===== src/rtl/core/assert_macros.svh =====
// Assertion macros shared by the RTL. Define ASSERT_OFF to compile them out.
`ifndef ASSERT_MACROS_SVH
`define ASSERT_MACROS_SVH

`ifndef ASSERT_OFF

// Same-cycle implication, disabled during reset.
`define ASSERT_IMPLY(label, clk, rst, ante, cons) \
  label: assert property (@(posedge clk) disable iff (rst) (ante) |-> (cons)) \
    else $error("assertion failed");

// Next-cycle implication, disabled during reset.
`define ASSERT_NEXT(label, clk, rst, ante, cons) \
  label: assert property (@(posedge clk) disable iff (rst) (ante) |=> (cons)) \
    else $error("assertion failed");

`else

`define ASSERT_IMPLY(label, clk, rst, ante, cons)
`define ASSERT_NEXT(label, clk, rst, ante, cons)

`endif

`endif


===== src/rtl/core/a52_kg_pkg.sv =====
// ----------------------------------------------------------------------------
// A5/2 keystream generator package
// Register widths, tap masks, request codes and the LFSR step functions.
// ----------------------------------------------------------------------------
`timescale 1ns / 1ps
`default_nettype none

package a52_kg_pkg;

  localparam int KEY_BITS   = 64;
  localparam int FRAME_BITS = 22;
  localparam int CNT_W      = $clog2(KEY_BITS);
  localparam int FRM_W      = $clog2(FRAME_BITS);

  typedef logic [18:0] r1_t;
  typedef logic [21:0] r2_t;
  typedef logic [22:0] r3_t;
  typedef logic [16:0] r4_t;
  typedef logic [2:0]  req_t;

  localparam req_t REQ_KEY_SETUP  = 3'd0;
  localparam req_t REQ_KEYSTREAM  = 3'd1;
  localparam req_t REQ_STATE_INIT = 3'd2;
  localparam req_t REQ_R4_VALUE   = 3'd3;
  localparam req_t REQ_R4_LOAD    = 3'd4;

  localparam logic CFG_SESSION_KEY  = 1'b0;
  localparam logic CFG_FRAME_NUMBER = 1'b1;

  localparam r1_t TAP1 = 19'h72000;
  localparam r2_t TAP2 = 22'h300000;
  localparam r3_t TAP3 = 23'h700080;
  localparam r4_t TAP4 = 17'h10800;

  localparam r1_t FORCE1 = 19'h08000;
  localparam r2_t FORCE2 = 22'h010000;
  localparam r3_t FORCE3 = 23'h040000;
  localparam r4_t FORCE4 = 17'h00400;

  localparam int CK1_BIT = 10;
  localparam int CK2_BIT = 3;
  localparam int CK3_BIT = 7;

  function automatic logic maj3(logic a, logic b, logic c);
    return (a & b) | (a & c) | (b & c);
  endfunction

  function automatic r1_t step1(r1_t s);
    return {s[17:0], ^(s & TAP1)};
  endfunction

  function automatic r2_t step2(r2_t s);
    return {s[20:0], ^(s & TAP2)};
  endfunction

  function automatic r3_t step3(r3_t s);
    return {s[21:0], ^(s & TAP3)};
  endfunction

  function automatic r4_t step4(r4_t s);
    return {s[15:0], ^(s & TAP4)};
  endfunction

  // Output bit of each large register: top bit XOR majority, one tap inverted.
  function automatic logic obit1(r1_t s);
    return s[18] ^ maj3(s[15], s[12], ~s[14]);
  endfunction

  function automatic logic obit2(r2_t s);
    return s[21] ^ maj3(s[13], s[9], ~s[16]);
  endfunction

  function automatic logic obit3(r3_t s);
    return s[22] ^ maj3(s[18], s[16], ~s[13]);
  endfunction

endpackage

`default_nettype wire


===== src/rtl/core/a5_2_keystream_generator_top.sv =====
// ----------------------------------------------------------------------------
// A5/2 keystream generator
// Four LFSRs with majority clocking; key setup, state setup, keystream and R4 services.
// ----------------------------------------------------------------------------
`timescale 1ns / 1ps
`default_nettype none

// One round unit steps all four registers (or a scratch copy of R4) once per
// cycle under a small sequencer. Keystream, R4 load and unused requests finish
// in the accept cycle, so one beat per cycle while results are taken. The R4
// value request runs 22 frame rounds, setup from states 22 frame rounds plus
// priming and key setup 64 key rounds, 22 frame rounds and priming. The block
// takes no new beat while a request runs or while its result is still waiting
// to be taken.
`include "assert_macros.svh"

module a5_2_keystream_generator_top (
  input  wire                     clk,
  input  wire                     rst,
  input  wire                     cfg_we,
  input  wire                     cfg_index,
  input  wire [63:0]              cfg_data,
  input  wire                     in_valid,
  output logic                    in_ready,
  input  a52_kg_pkg::req_t        req_type,
  input  a52_kg_pkg::r1_t         r1_in,
  input  a52_kg_pkg::r2_t         r2_in,
  input  a52_kg_pkg::r3_t         r3_in,
  input  a52_kg_pkg::r4_t         r4_in,
  output logic                    out_valid,
  input  wire                     out_ready,
  output logic                    key_bit,
  output a52_kg_pkg::r1_t         r1_out,
  output a52_kg_pkg::r2_t         r2_out,
  output a52_kg_pkg::r3_t         r3_out,
  output a52_kg_pkg::r4_t         r4_out,
  output logic                    error
);
  import a52_kg_pkg::*;

  localparam logic [1:0] ST_IDLE  = 2'd0;
  localparam logic [1:0] ST_KEY   = 2'd1;
  localparam logic [1:0] ST_FRAME = 2'd2;
  localparam logic [1:0] ST_PRIME = 2'd3;

  localparam logic [CNT_W-1:0] KEY_LAST   = CNT_W'(KEY_BITS - 1);
  localparam logic [CNT_W-1:0] FRAME_LAST = CNT_W'(FRAME_BITS - 1);

  logic [1:0]       state;
  logic [CNT_W-1:0] cnt;
  req_t             mode;
  logic [63:0]      session_key;
  logic [21:0]      frame_number;

  r1_t  reg_one;
  r2_t  reg_two;
  r3_t  reg_three;
  r4_t  clock_reg;
  r4_t  scratch_r4;
  logic out_bit_one, out_bit_two, out_bit_three;

  logic in_accept;
  logic mix_bit;
  r4_t  r4_src;
  r1_t  rnd1;
  r2_t  rnd2;
  r3_t  rnd3;
  r4_t  rnd4;
  logic maj_ck, c1, c2, c3;
  logic nb1, nb2, nb3;

  assign in_ready  = (state == ST_IDLE) && (!out_valid || out_ready);
  assign in_accept = in_valid && in_ready;

  // Shared round: regular step of every register, then the mix bit into bit 0.
  always_comb begin
    mix_bit = (state == ST_KEY) ? session_key[cnt] : frame_number[cnt[FRM_W-1:0]];
    r4_src  = (mode == REQ_R4_VALUE) ? scratch_r4 : clock_reg;
    rnd1    = step1(reg_one)   ^ {18'b0, mix_bit};
    rnd2    = step2(reg_two)   ^ {21'b0, mix_bit};
    rnd3    = step3(reg_three) ^ {22'b0, mix_bit};
    rnd4    = step4(r4_src)    ^ {16'b0, mix_bit};
  end

  // Majority clocking for a keystream beat.
  always_comb begin
    maj_ck = maj3(clock_reg[CK1_BIT], clock_reg[CK2_BIT], clock_reg[CK3_BIT]);
    c1     = clock_reg[CK1_BIT] == maj_ck;
    c2     = clock_reg[CK2_BIT] == maj_ck;
    c3     = clock_reg[CK3_BIT] == maj_ck;
    nb1    = c1 ? obit1(reg_one)   : out_bit_one;
    nb2    = c2 ? obit2(reg_two)   : out_bit_two;
    nb3    = c3 ? obit3(reg_three) : out_bit_three;
  end

  always_ff @(posedge clk) begin
    if (rst) begin
      state         <= ST_IDLE;
      cnt           <= '0;
      mode          <= REQ_KEY_SETUP;
      out_valid     <= 1'b0;
      session_key   <= '0;
      frame_number  <= '0;
      reg_one       <= '0;
      reg_two       <= '0;
      reg_three     <= '0;
      clock_reg     <= '0;
      out_bit_one   <= 1'b0;
      out_bit_two   <= 1'b0;
      out_bit_three <= 1'b0;
    end else begin
      if (cfg_we) begin
        unique case (cfg_index)
          CFG_SESSION_KEY:  session_key  <= cfg_data;
          CFG_FRAME_NUMBER: frame_number <= cfg_data[21:0];
          default: ;
        endcase
      end

      if (out_valid && out_ready) out_valid <= 1'b0;

      unique case (state)
        ST_IDLE: begin
          if (in_accept) begin
            mode    <= req_type;
            cnt     <= '0;
            key_bit <= 1'b0;
            r1_out  <= '0;
            r2_out  <= '0;
            r3_out  <= '0;
            r4_out  <= '0;
            error   <= 1'b0;
            case (req_type)
              REQ_KEY_SETUP: begin
                reg_one   <= '0;
                reg_two   <= '0;
                reg_three <= '0;
                clock_reg <= '0;
                state     <= ST_KEY;
              end
              REQ_KEYSTREAM: begin
                clock_reg <= step4(clock_reg);
                if (c1) reg_one   <= step1(reg_one);
                if (c2) reg_two   <= step2(reg_two);
                if (c3) reg_three <= step3(reg_three);
                out_bit_one   <= nb1;
                out_bit_two   <= nb2;
                out_bit_three <= nb3;
                key_bit       <= nb1 ^ nb2 ^ nb3;
                out_valid     <= 1'b1;
              end
              REQ_STATE_INIT: begin
                reg_one   <= r1_in;
                reg_two   <= r2_in;
                reg_three <= r3_in;
                clock_reg <= r4_in;
                state     <= ST_FRAME;
              end
              REQ_R4_VALUE: begin
                scratch_r4 <= r4_in;
                state      <= ST_FRAME;
              end
              REQ_R4_LOAD: begin
                if (r4_in[CK1_BIT]) clock_reg <= r4_in;
                else error <= 1'b1;
                out_valid <= 1'b1;
              end
              default: out_valid <= 1'b1;
            endcase
          end
        end
        ST_KEY: begin
          reg_one   <= rnd1;
          reg_two   <= rnd2;
          reg_three <= rnd3;
          clock_reg <= rnd4;
          cnt       <= cnt + 1'b1;
          if (cnt == KEY_LAST) begin
            cnt   <= '0;
            state <= ST_FRAME;
          end
        end
        ST_FRAME: begin
          cnt <= cnt + 1'b1;
          if (mode == REQ_R4_VALUE) begin
            scratch_r4 <= rnd4;
            if (cnt == FRAME_LAST) begin
              r4_out    <= rnd4 | FORCE4;
              out_valid <= 1'b1;
              state     <= ST_IDLE;
            end
          end else begin
            // Force the fixed bits on the last frame round.
            if (cnt == FRAME_LAST) begin
              reg_one   <= rnd1 | FORCE1;
              reg_two   <= rnd2 | FORCE2;
              reg_three <= rnd3 | FORCE3;
              clock_reg <= rnd4 | FORCE4;
              state     <= ST_PRIME;
            end else begin
              reg_one   <= rnd1;
              reg_two   <= rnd2;
              reg_three <= rnd3;
              clock_reg <= rnd4;
            end
          end
        end
        ST_PRIME: begin
          if (mode == REQ_STATE_INIT) begin
            r1_out <= reg_one;
            r2_out <= reg_two;
            r3_out <= reg_three;
            r4_out <= clock_reg;
          end
          out_bit_one   <= obit1(reg_one);
          out_bit_two   <= obit2(reg_two);
          out_bit_three <= obit3(reg_three);
          reg_one       <= step1(reg_one);
          reg_two       <= step2(reg_two);
          reg_three     <= step3(reg_three);
          out_valid     <= 1'b1;
          state         <= ST_IDLE;
        end
        default: state <= ST_IDLE;
      endcase
    end
  end

  // A running request never has a result pending.
  `ASSERT_IMPLY(a_busy_no_result, clk, rst, state != ST_IDLE, !out_valid)
  // Setup leaves bit 10 of the clocking register set.
  `ASSERT_NEXT(a_prime_r4_forced, clk, rst, state == ST_PRIME, clock_reg[CK1_BIT])
  // Key rounds run only for a key setup request.
  `ASSERT_IMPLY(a_key_mode, clk, rst, state == ST_KEY, mode == REQ_KEY_SETUP)

endmodule

`default_nettype wire

===== config.mk =====
export PLATFORM = sky130hd
export DESIGN_NAME = a5_2_keystream_generator_top
export DESIGN_NICKNAME = d
export VERILOG_FILES = /design/src/rtl/core/a52_kg_pkg.sv /design/src/rtl/core/a5_2_keystream_generator_top.sv
export VERILOG_INCLUDE_DIRS = /design/src /design/src/rtl/core
export SDC_FILE = /design/constraint.sdc
export NUM_CORES = 1
export LEC_CHECK = 0
export BUFFER_PORTS_ARGS = -buffer_cell sky130_fd_sc_hd__buf_2
export CORE_ASPECT_RATIO = 0.7
export CORE_MARGIN = 10
export CORE_UTILIZATION = 60
export DETAILED_ROUTE_END_ITERATION = 10
export GPL_ROUTABILITY_DRIVEN = 0
export PLACE_DENSITY = 0.83
export SLEW_MARGIN = 10
export SYNTH_ARGS = -nofsm -noshare
export SYNTH_HDL_FRONTEND = slang
export SYNTH_SLANG_ARGS = --single-unit
export TNS_END_PERCENT = 5

===== constraint.sdc =====
create_clock -name clk -period 13.07 [get_ports clk]
set_clock_uncertainty 0.05 [all_clocks]
set_input_delay 3.2675 -clock clk [delete_from_list [all_inputs] [get_ports clk]]
set_output_delay 3.2675 -clock clk [all_outputs]
set_load 0.05 [all_outputs]

==> results of run 1 <==
-- synthesized netlist by cell type, types with 8 or more instances --
| master | count |
|---|---|
| a22oi_1 | 77 |
| mux4_2 | 13 |
| dfxtp_1 | 182 |
| nor3_1 | 26 |
| edfxtp_1 | 100 |
| nand3_1 | 9 |
| and2_1 | 63 |
| xnor2_1 | 14 |
| o21ai_0 | 25 |
| a21oi_1 | 112 |
| a211oi_1 | 69 |
| inv_1 | 14 |
| nor2b_1 | 8 |
| clkbuf_1 | 94 |
| mux2i_1 | 41 |
| nand2_1 | 205 |
| nor2_1 | 148 |
| o22ai_1 | 16 |
-- power breakdown --
group | switching (mW) | leakage, nW | internal (mW)
sequential | 0.131 | 2.45 | 1.13
clock | 0.331 | 0.479 | 0.495
combinational | 0.815 | 2.84 | 0.340
total | 1.28 | 5.77 | 1.96
-- layout make-up --
type,instances,area (um2),share of cell area (%)
Timing Repair Buffer,259,1360,9.11
Multi-Input combinational cell,912,5510,37.0
Clock buffer,37,815,5.47
Tap cell,276,345,2.32
Sequential cell,282,6650,44.7
Inverter,16,60.1,0.404
Clock inverter,11,141,0.950
Antenna cell,2,5.00,0.0336
-- layout by cell type, fill, tap and decap left out, types with 21 or more instances in the layout --
cell / n
buf_2: 237
nand2_1: 205
dfxtp_1: 182
nor2_1: 147
a21oi_1: 112
edfxtp_1: 100
a22oi_1: 76
a211oi_1: 69
and2_1: 63
mux2i_1: 41
clkbuf_16: 28
o21ai_0: 25
nor3_1: 25
buf_4: 21
-- through the flow --
step | power (mW) | hold slack (ns) | util, % | area [um2] | setup WS [ns]
floorplan | 2.12 | 0.382 | - | 12600 | 5.90
global placement | 2.38 | 0.388 | 67.2 | 13900 | 5.82
detailed placement | 2.42 | 0.394 | 67.2 | 13900 | 5.80
CTS | 3.25 | 0.403 | 71.9 | 14900 | 5.80
global route | 3.41 | 0.421 | 71.9 | 14900 | 5.75
finish | 3.24 | 0.401 | 71.9 | 14900 | 5.80
-- kinds of logic after synthesis --
logic type | share of synthesized area, %
adder cells (fa/ha/maj) | 0.754
AND/OR/NAND/NOR | 16.9
flip-flops | 52.7
multiplexers | 6.68
AO/OA/AOI/OAI | 17.7
XOR/XNOR | 1.32
buffers and inverters | 3.85
-- critical path: stages --
cell and delay [ns]:
buf_2 0.09, nand2b_1 0.18, and2_1 0.19, buf_2 0.22
-- worst min path at each step --
stage / start / to / slack, ns / depth (start not counted)
after detailed placement: session_key[58]$_SDFFE_PP0P_ / session_key[58]$_SDFFE_PP0P_ / 0.39 / 2
after global routing: session_key[58]$_SDFFE_PP0P_ / session_key[58]$_SDFFE_PP0P_ / 0.42 / 2
after CTS: session_key[58]$_SDFFE_PP0P_ / session_key[58]$_SDFFE_PP0P_ / 0.40 / 2
after floorplan: session_key[13]$_SDFFE_PP0P_ / session_key[13]$_SDFFE_PP0P_ / 0.38 / 2
after global placement: session_key[60]$_SDFFE_PP0P_ / session_key[60]$_SDFFE_PP0P_ / 0.39 / 2
final: session_key[58]$_SDFFE_PP0P_ / session_key[58]$_SDFFE_PP0P_ / 0.40 / 2
-- per-layer routing --
metal  GRT usage, %  share of wire [%]
met1           32.3                 43
met2           36.8                 47
met3           4.78                8.0
met4           6.06                1.9
met5              0                  0
==> metrics.csv, run 1 <==
stage,metric,value,unit
yosys,ys.flop_type,dfxtp_1,
yosys,syn-num-nets,1477,
yosys,async_reset_ff_share,0,%
global_route,grt_pass1_vias,10300,
yosys,synth-seq-cells,282,
critical_path,reg2reg_depth,11,
global_route,overflow,0,
critical_path,endpoint_kind,output pin,
critical_path,required,9.75,ns
sta,post-route-period-util,55.6,%
final_layout,largest_register_ffs,64,
sta,min_period,7.27,ns
cts,clk_pin_slew,0.06,ns
critical_path,cp-endpoint,in_ready,
final_layout,regMostFlops,session_key,
routing,drtIter0Drc,1083,
placement,io_buffers,238,
floorplan,rows,44,
routing,drc_errors,0,
yosys,netlist_top_cells_area,"dfxtp_1 (29%), edfxtp_1 (24%), nand2_1 (6.1%)",
cts,cts_setup_buffers,0,
final_layout,n_fill_cell,1589,
floorplan,core,20700,um2
run,maxCapViolCount,0,
final_layout,fin_cells,1795,
critical_path,worst-r2r-setup-slack,9.95,ns
final_layout,drive_gt1_share,22.0,%
critical_path,startpoint,out_ready,
floorplan,fp.dieW,193,um
sta,drv_slew,0,
cts,cts.path.max_buffers,3,
yosys,yosysTopAreaCell,dfxtp_1,
floorplan,die_h,141,um
sta,tns,0,ns
power_and_ir_drop,ir_drop,0.211,mV
routing,drtAntennaViolNets,0,
final_layout,syn2layout_area_growth,18.1,%
hold_path,min_path_type,flip-flop to flip-flop,
global_route,grt_max_degree,108,
cts,clk_latency,0.53,ns
yosys,synth.distinct_cells,64,
routing,vias_per_cell,5.88,
global_route,grt_pass1_wl,54000,um
placement,dpl.cell_count,1745,
routing,wl_per_cell,19.0,um
yosys,ys_warn_count,0,
final_layout,reg_top3,"session_key: 64 flops, r3_out: 23 flops, reg_three: 23 flops",
final_layout,nets,1658,
yosys,synthesis.area,12600,um2
critical_path,reg2reg_from,state[0]$_SDFFE_PP0P_,
yosys,syn_area_per_cell,9.57,um2
yosys,syn_inst,1317,
routing,vias,10600,
run_status,status,"finished, final reports clean",
critical_path,r2r-end,reg_two[0]$_SDFFE_PP0P_,
critical_path,startpoint_type,primary input,
cts,cts_buffers,27,
critical_path,worst-path-max-fanout,4,
floorplan,die_area,27300,um2
yosys,synth_top_area_share,28.9,%
sta,max_slew_margin,24.6,%
critical_path,worstSetupPathType,primary input to output pin,
floorplan,start_util,60.9,%
placement,hpwl,22200,um
routing,dr.pass1.iters,7,
cts,htree_levels,1,
global_route,antenna_found_initial,1,
sta,rsz0062_at_grt,false,
sta,hold_viol,0,
sta,tightestPinTransition,1.13,ns
sta,max_freq,138,MHz
cts,cts.hold.buffers_added,0,
cts,post_cts_resized,0,
yosys,synth-edff-count,100,
cts,cts_tree,yes,
routing,wirelength,34100,um
critical_path,crit_arrival,3.95,ns
global_route,track_usage,23.4,%
sta,setup_violations,0,
cts,root_buffer,clkbuf_16,
yosys,yosysSeqAreaShare,52.7,%
floorplan,io_pins,239,
power_and_ir_drop,p_per_area,218,nW/um2
cts,clock_sinks,282,
power_and_ir_drop,leakagePower,5.77,nW
Power figures use the tool's default switching activity.
==> inputs of run 2 (changes only) <==
--- a/config.mk
+++ b/config.mk
@@ -9,10 +9,10 @@
 export BUFFER_PORTS_ARGS = -buffer_cell sky130_fd_sc_hd__buf_2
 export CORE_ASPECT_RATIO = 0.7
 export CORE_MARGIN = 10
-export CORE_UTILIZATION = 60
+export CORE_UTILIZATION = 56
 export DETAILED_ROUTE_END_ITERATION = 10
 export GPL_ROUTABILITY_DRIVEN = 0
-export PLACE_DENSITY = 0.83
+export PLACE_DENSITY = 0.79
 export SLEW_MARGIN = 10
 export SYNTH_ARGS = -nofsm -noshare
 export SYNTH_HDL_FRONTEND = slang
==> constraint.sdc (replaced) <==
create_clock -name clk -period 7.1 [get_ports clk]
set_clock_uncertainty 0.05 [all_clocks]
set_input_delay 1.775 -clock clk [delete_from_list [all_inputs] [get_ports clk]]
set_output_delay 1.775 -clock clk [all_outputs]
set_load 0.05 [all_outputs]
==> run 2 against run 1 <==
  * Design area fell by 0.45%
  * Hold slack gained 0.0017 ns
  * Sequential power grew 84%
  * Utilization shrank 4.3 points
  * Non-clock buffer count did not move
  * Cell count rose by 0.45%
  * Die area up 6.3%
  * Sequential cell count unchanged
  * Critical path depth unchanged
  * Global-route usage fell by 1.2 points
  * Critical endpoint unchanged
==> metrics.csv, run 2 (synthesis results as in run 1) <==
stage,metric,value,unit,change
run_status,status,"finished, final reports clean",,unchanged
placement,hpwl,22400,um,was 22200 um
cts,cts.hold.buffers_added,0,,unchanged
sta,timing.final.ws_setup,2.78,ns,was 5.80 ns
placement,dpl.cell_count,1751,,was 1745
critical_path,worst-path-max-fanout,4,,unchanged
cts,root_buffer,clkbuf_16,,unchanged
cts,clk_latency,0.54,ns,was 0.53 ns
critical_path,crit_arrival,2.50,ns,was 3.95 ns
hold_path,min_path_type,flip-flop to flip-flop,,unchanged
critical_path,r2r-end,reg_three[0]$_SDFFE_PP0P_,,was reg_two[0]$_SDFFE_PP0P_
floorplan,io_pins,239,,unchanged
global_route,grt_pass1_wl,53600,um,was 54000 um
global_route,antenna_found_initial,2,,was 1
cts,cts_setup_buffers,0,,unchanged
routing,met2_length,15300,um,was 15900 um
floorplan,die_h,146,um,was 141 um
critical_path,reg2reg_from,state[0]$_SDFFE_PP0P_,,unchanged
final_layout,layout_commonest_cell,buf_2,,unchanged
cts,cts_buffers,27,,unchanged
routing,vias_per_cell,5.82,,was 5.88
power_and_ir_drop,p_per_area,396,nW/um2,was 218 nW/um2
floorplan,start_util,57.5,%,was 60.9%
routing,wirelength,33500,um,was 34100 um
routing,drtIter0Drc,892,,was 1083
sta,min_period,4.32,ns,
routing,wl_met1,15000,um,was 14800 um
critical_path,required,5.28,ns,was 9.75 ns
cts,clock_sinks,282,,unchanged
floorplan,core,21900,um2,was 20700 um2
run,maxCapViolCount,0,,unchanged
routing,top_layer,met5,,was met4
routing,drtAntennaViolNets,0,,unchanged
sta,tns,0,ns,unchanged
sta,rsz0062_at_grt,false,,unchanged
hold_path,hold_depth,2,,unchanged
critical_path,startpoint_type,primary input,,unchanged
sta,tightestPinTransition,1.20,ns,was 1.13 ns
sta,post-route-period-util,60.9,%,
sta,hold_viol,0,,unchanged
routing,drc_errors,0,,unchanged
routing,vias,10500,,was 10600
cts,htree_levels,1,,unchanged
final_layout,reg_top3,"session_key: 64 flops, r3_out: 23 flops, reg_three: 23 flops",,unchanged
critical_path,endpoint_kind,output pin,,unchanged
final_layout,fin_cells,1803,,was 1795
routing,wl_met3,2680,um,was 2740 um
global_route,grt_max_degree,103,,was 108
cts,clk_pin_slew,0.06,ns,about the same
power_and_ir_drop,ir_drop,0.245,mV,was 0.211 mV
final_layout,regMostFlops,session_key,,unchanged
cts,post_cts_resized,0,,unchanged
critical_path,reg2reg_depth,10,,was 11
sta,max_freq,231,MHz,
sta,setup_violations,0,,unchanged
floorplan,rows,45,,was 44
final_layout,nets,1658,,unchanged
global_route,overflow,0,,unchanged
floorplan,die_area,29000,um2,was 27300 um2
placement,preCtsSetupSlack,2.77,ns,was 5.80 ns
floorplan,fp.dieW,199,um,was 193 um
global_route,track_usage,22.2,%,was 23.4%
final_layout,largest_register_ffs,64,,unchanged
cts,cts_tree,yes,,unchanged
cts,cts.path.max_buffers,3,,unchanged
final_layout,drive_gt1_share,21.6,%,was 22.0%
placement,io_buffers,238,,unchanged
sta,max_slew_margin,20.0,%,was 24.6%
critical_path,worst-r2r-setup-slack,4.02,ns,was 9.95 ns
final_layout,layout_common_cells,"buf_2 (237), nand2_1 (205), dfxtp_1 (182)",,unchanged
hold_path,hp-start,session_key[4]$_SDFFE_PP0P_,,was session_key[58]$_SDFFE_PP0P_
critical_path,worstSetupPathType,primary input to output pin,,unchanged
routing,dr.pass1.iters,5,,was 7
global_route,grt_pass1_vias,9987,,was 10300
final_layout,syn2layout_area_growth,17.5,%,was 18.1%
power_and_ir_drop,leakagePower,5.72,nW,was 5.77 nW
hold_path,min_to,session_key[4]$_SDFFE_PP0P_,,was session_key[58]$_SDFFE_PP0P_
sta,drv_slew,0,,unchanged
routing,wl_per_cell,18.6,um,was 19.0 um
[run 2: changes by cell type in the layout (fill, tap and decap cells not counted)]
cell	delta
inv_6	+2
clkinv_2	-3
inv_4	-1
clkbuf_16	-1
clkinv_8	-1
clkbuf_1	+8
bufinv_16	-2
[run 2: worst max path at each step]
| stage | from | end | slack, ns |
|---|---|---|---|
| 3_3_place_gp | out_ready | in_ready | 2.77 |
| 4_1_cts | out_ready | in_ready | 2.77 |
| 2_1_floorplan | req_type[1] | scratch_r4[0]$_DFFE_PP_ | 1.52 |
| 3_5_place_dp | out_ready | in_ready | 2.77 |
| 6_report | out_ready | in_ready | 2.78 |
| 5_1_grt | out_ready | in_ready | 2.73 |
[run 2: worst max-delay path, cell delays in order]
cell,delay (ns)
buf_2,0.10
nand2b_1,0.16
and2_1,0.15
buf_2,0.29
[run 2: layer usage]
layer / track usage (%) / up-vias
met5: 0 / -
met3: 4.57 / 40
met1: 31.5 / 4993
met2: 34.3 / 393
met4: 4.30 / 2
li1: - / 5071
[run 2: area by class of cell]
cell class              instances  area (um2)
fillers                      1759        7090
inverters                      16        60.1
diodes                          2        5.00
well taps                     282         353
multi-input cells             912        5510
flip-flops and latches        282        6650
clock buffers                  44         820
clock inverters                 6        61.3
repair buffers                259        1360
[run 2: through the flow]
stage	util (%)	hold slack, ns	instance area, um2	power [mW]
finish	67.6	0.403	14800	5.86
detailed placement	63.6	0.395	13900	4.45
global placement	63.6	0.388	13900	4.38
floorplan	-	0.382	12600	3.90
global route	67.6	0.420	14800	6.18
CTS	67.6	0.403	14800	5.87
[run 2: power by group]
part           total, mW  internal [mW]  switching [mW]
clock               1.43          0.824           0.605
combinational       2.11          0.626            1.49
sequential          2.32           2.08           0.240
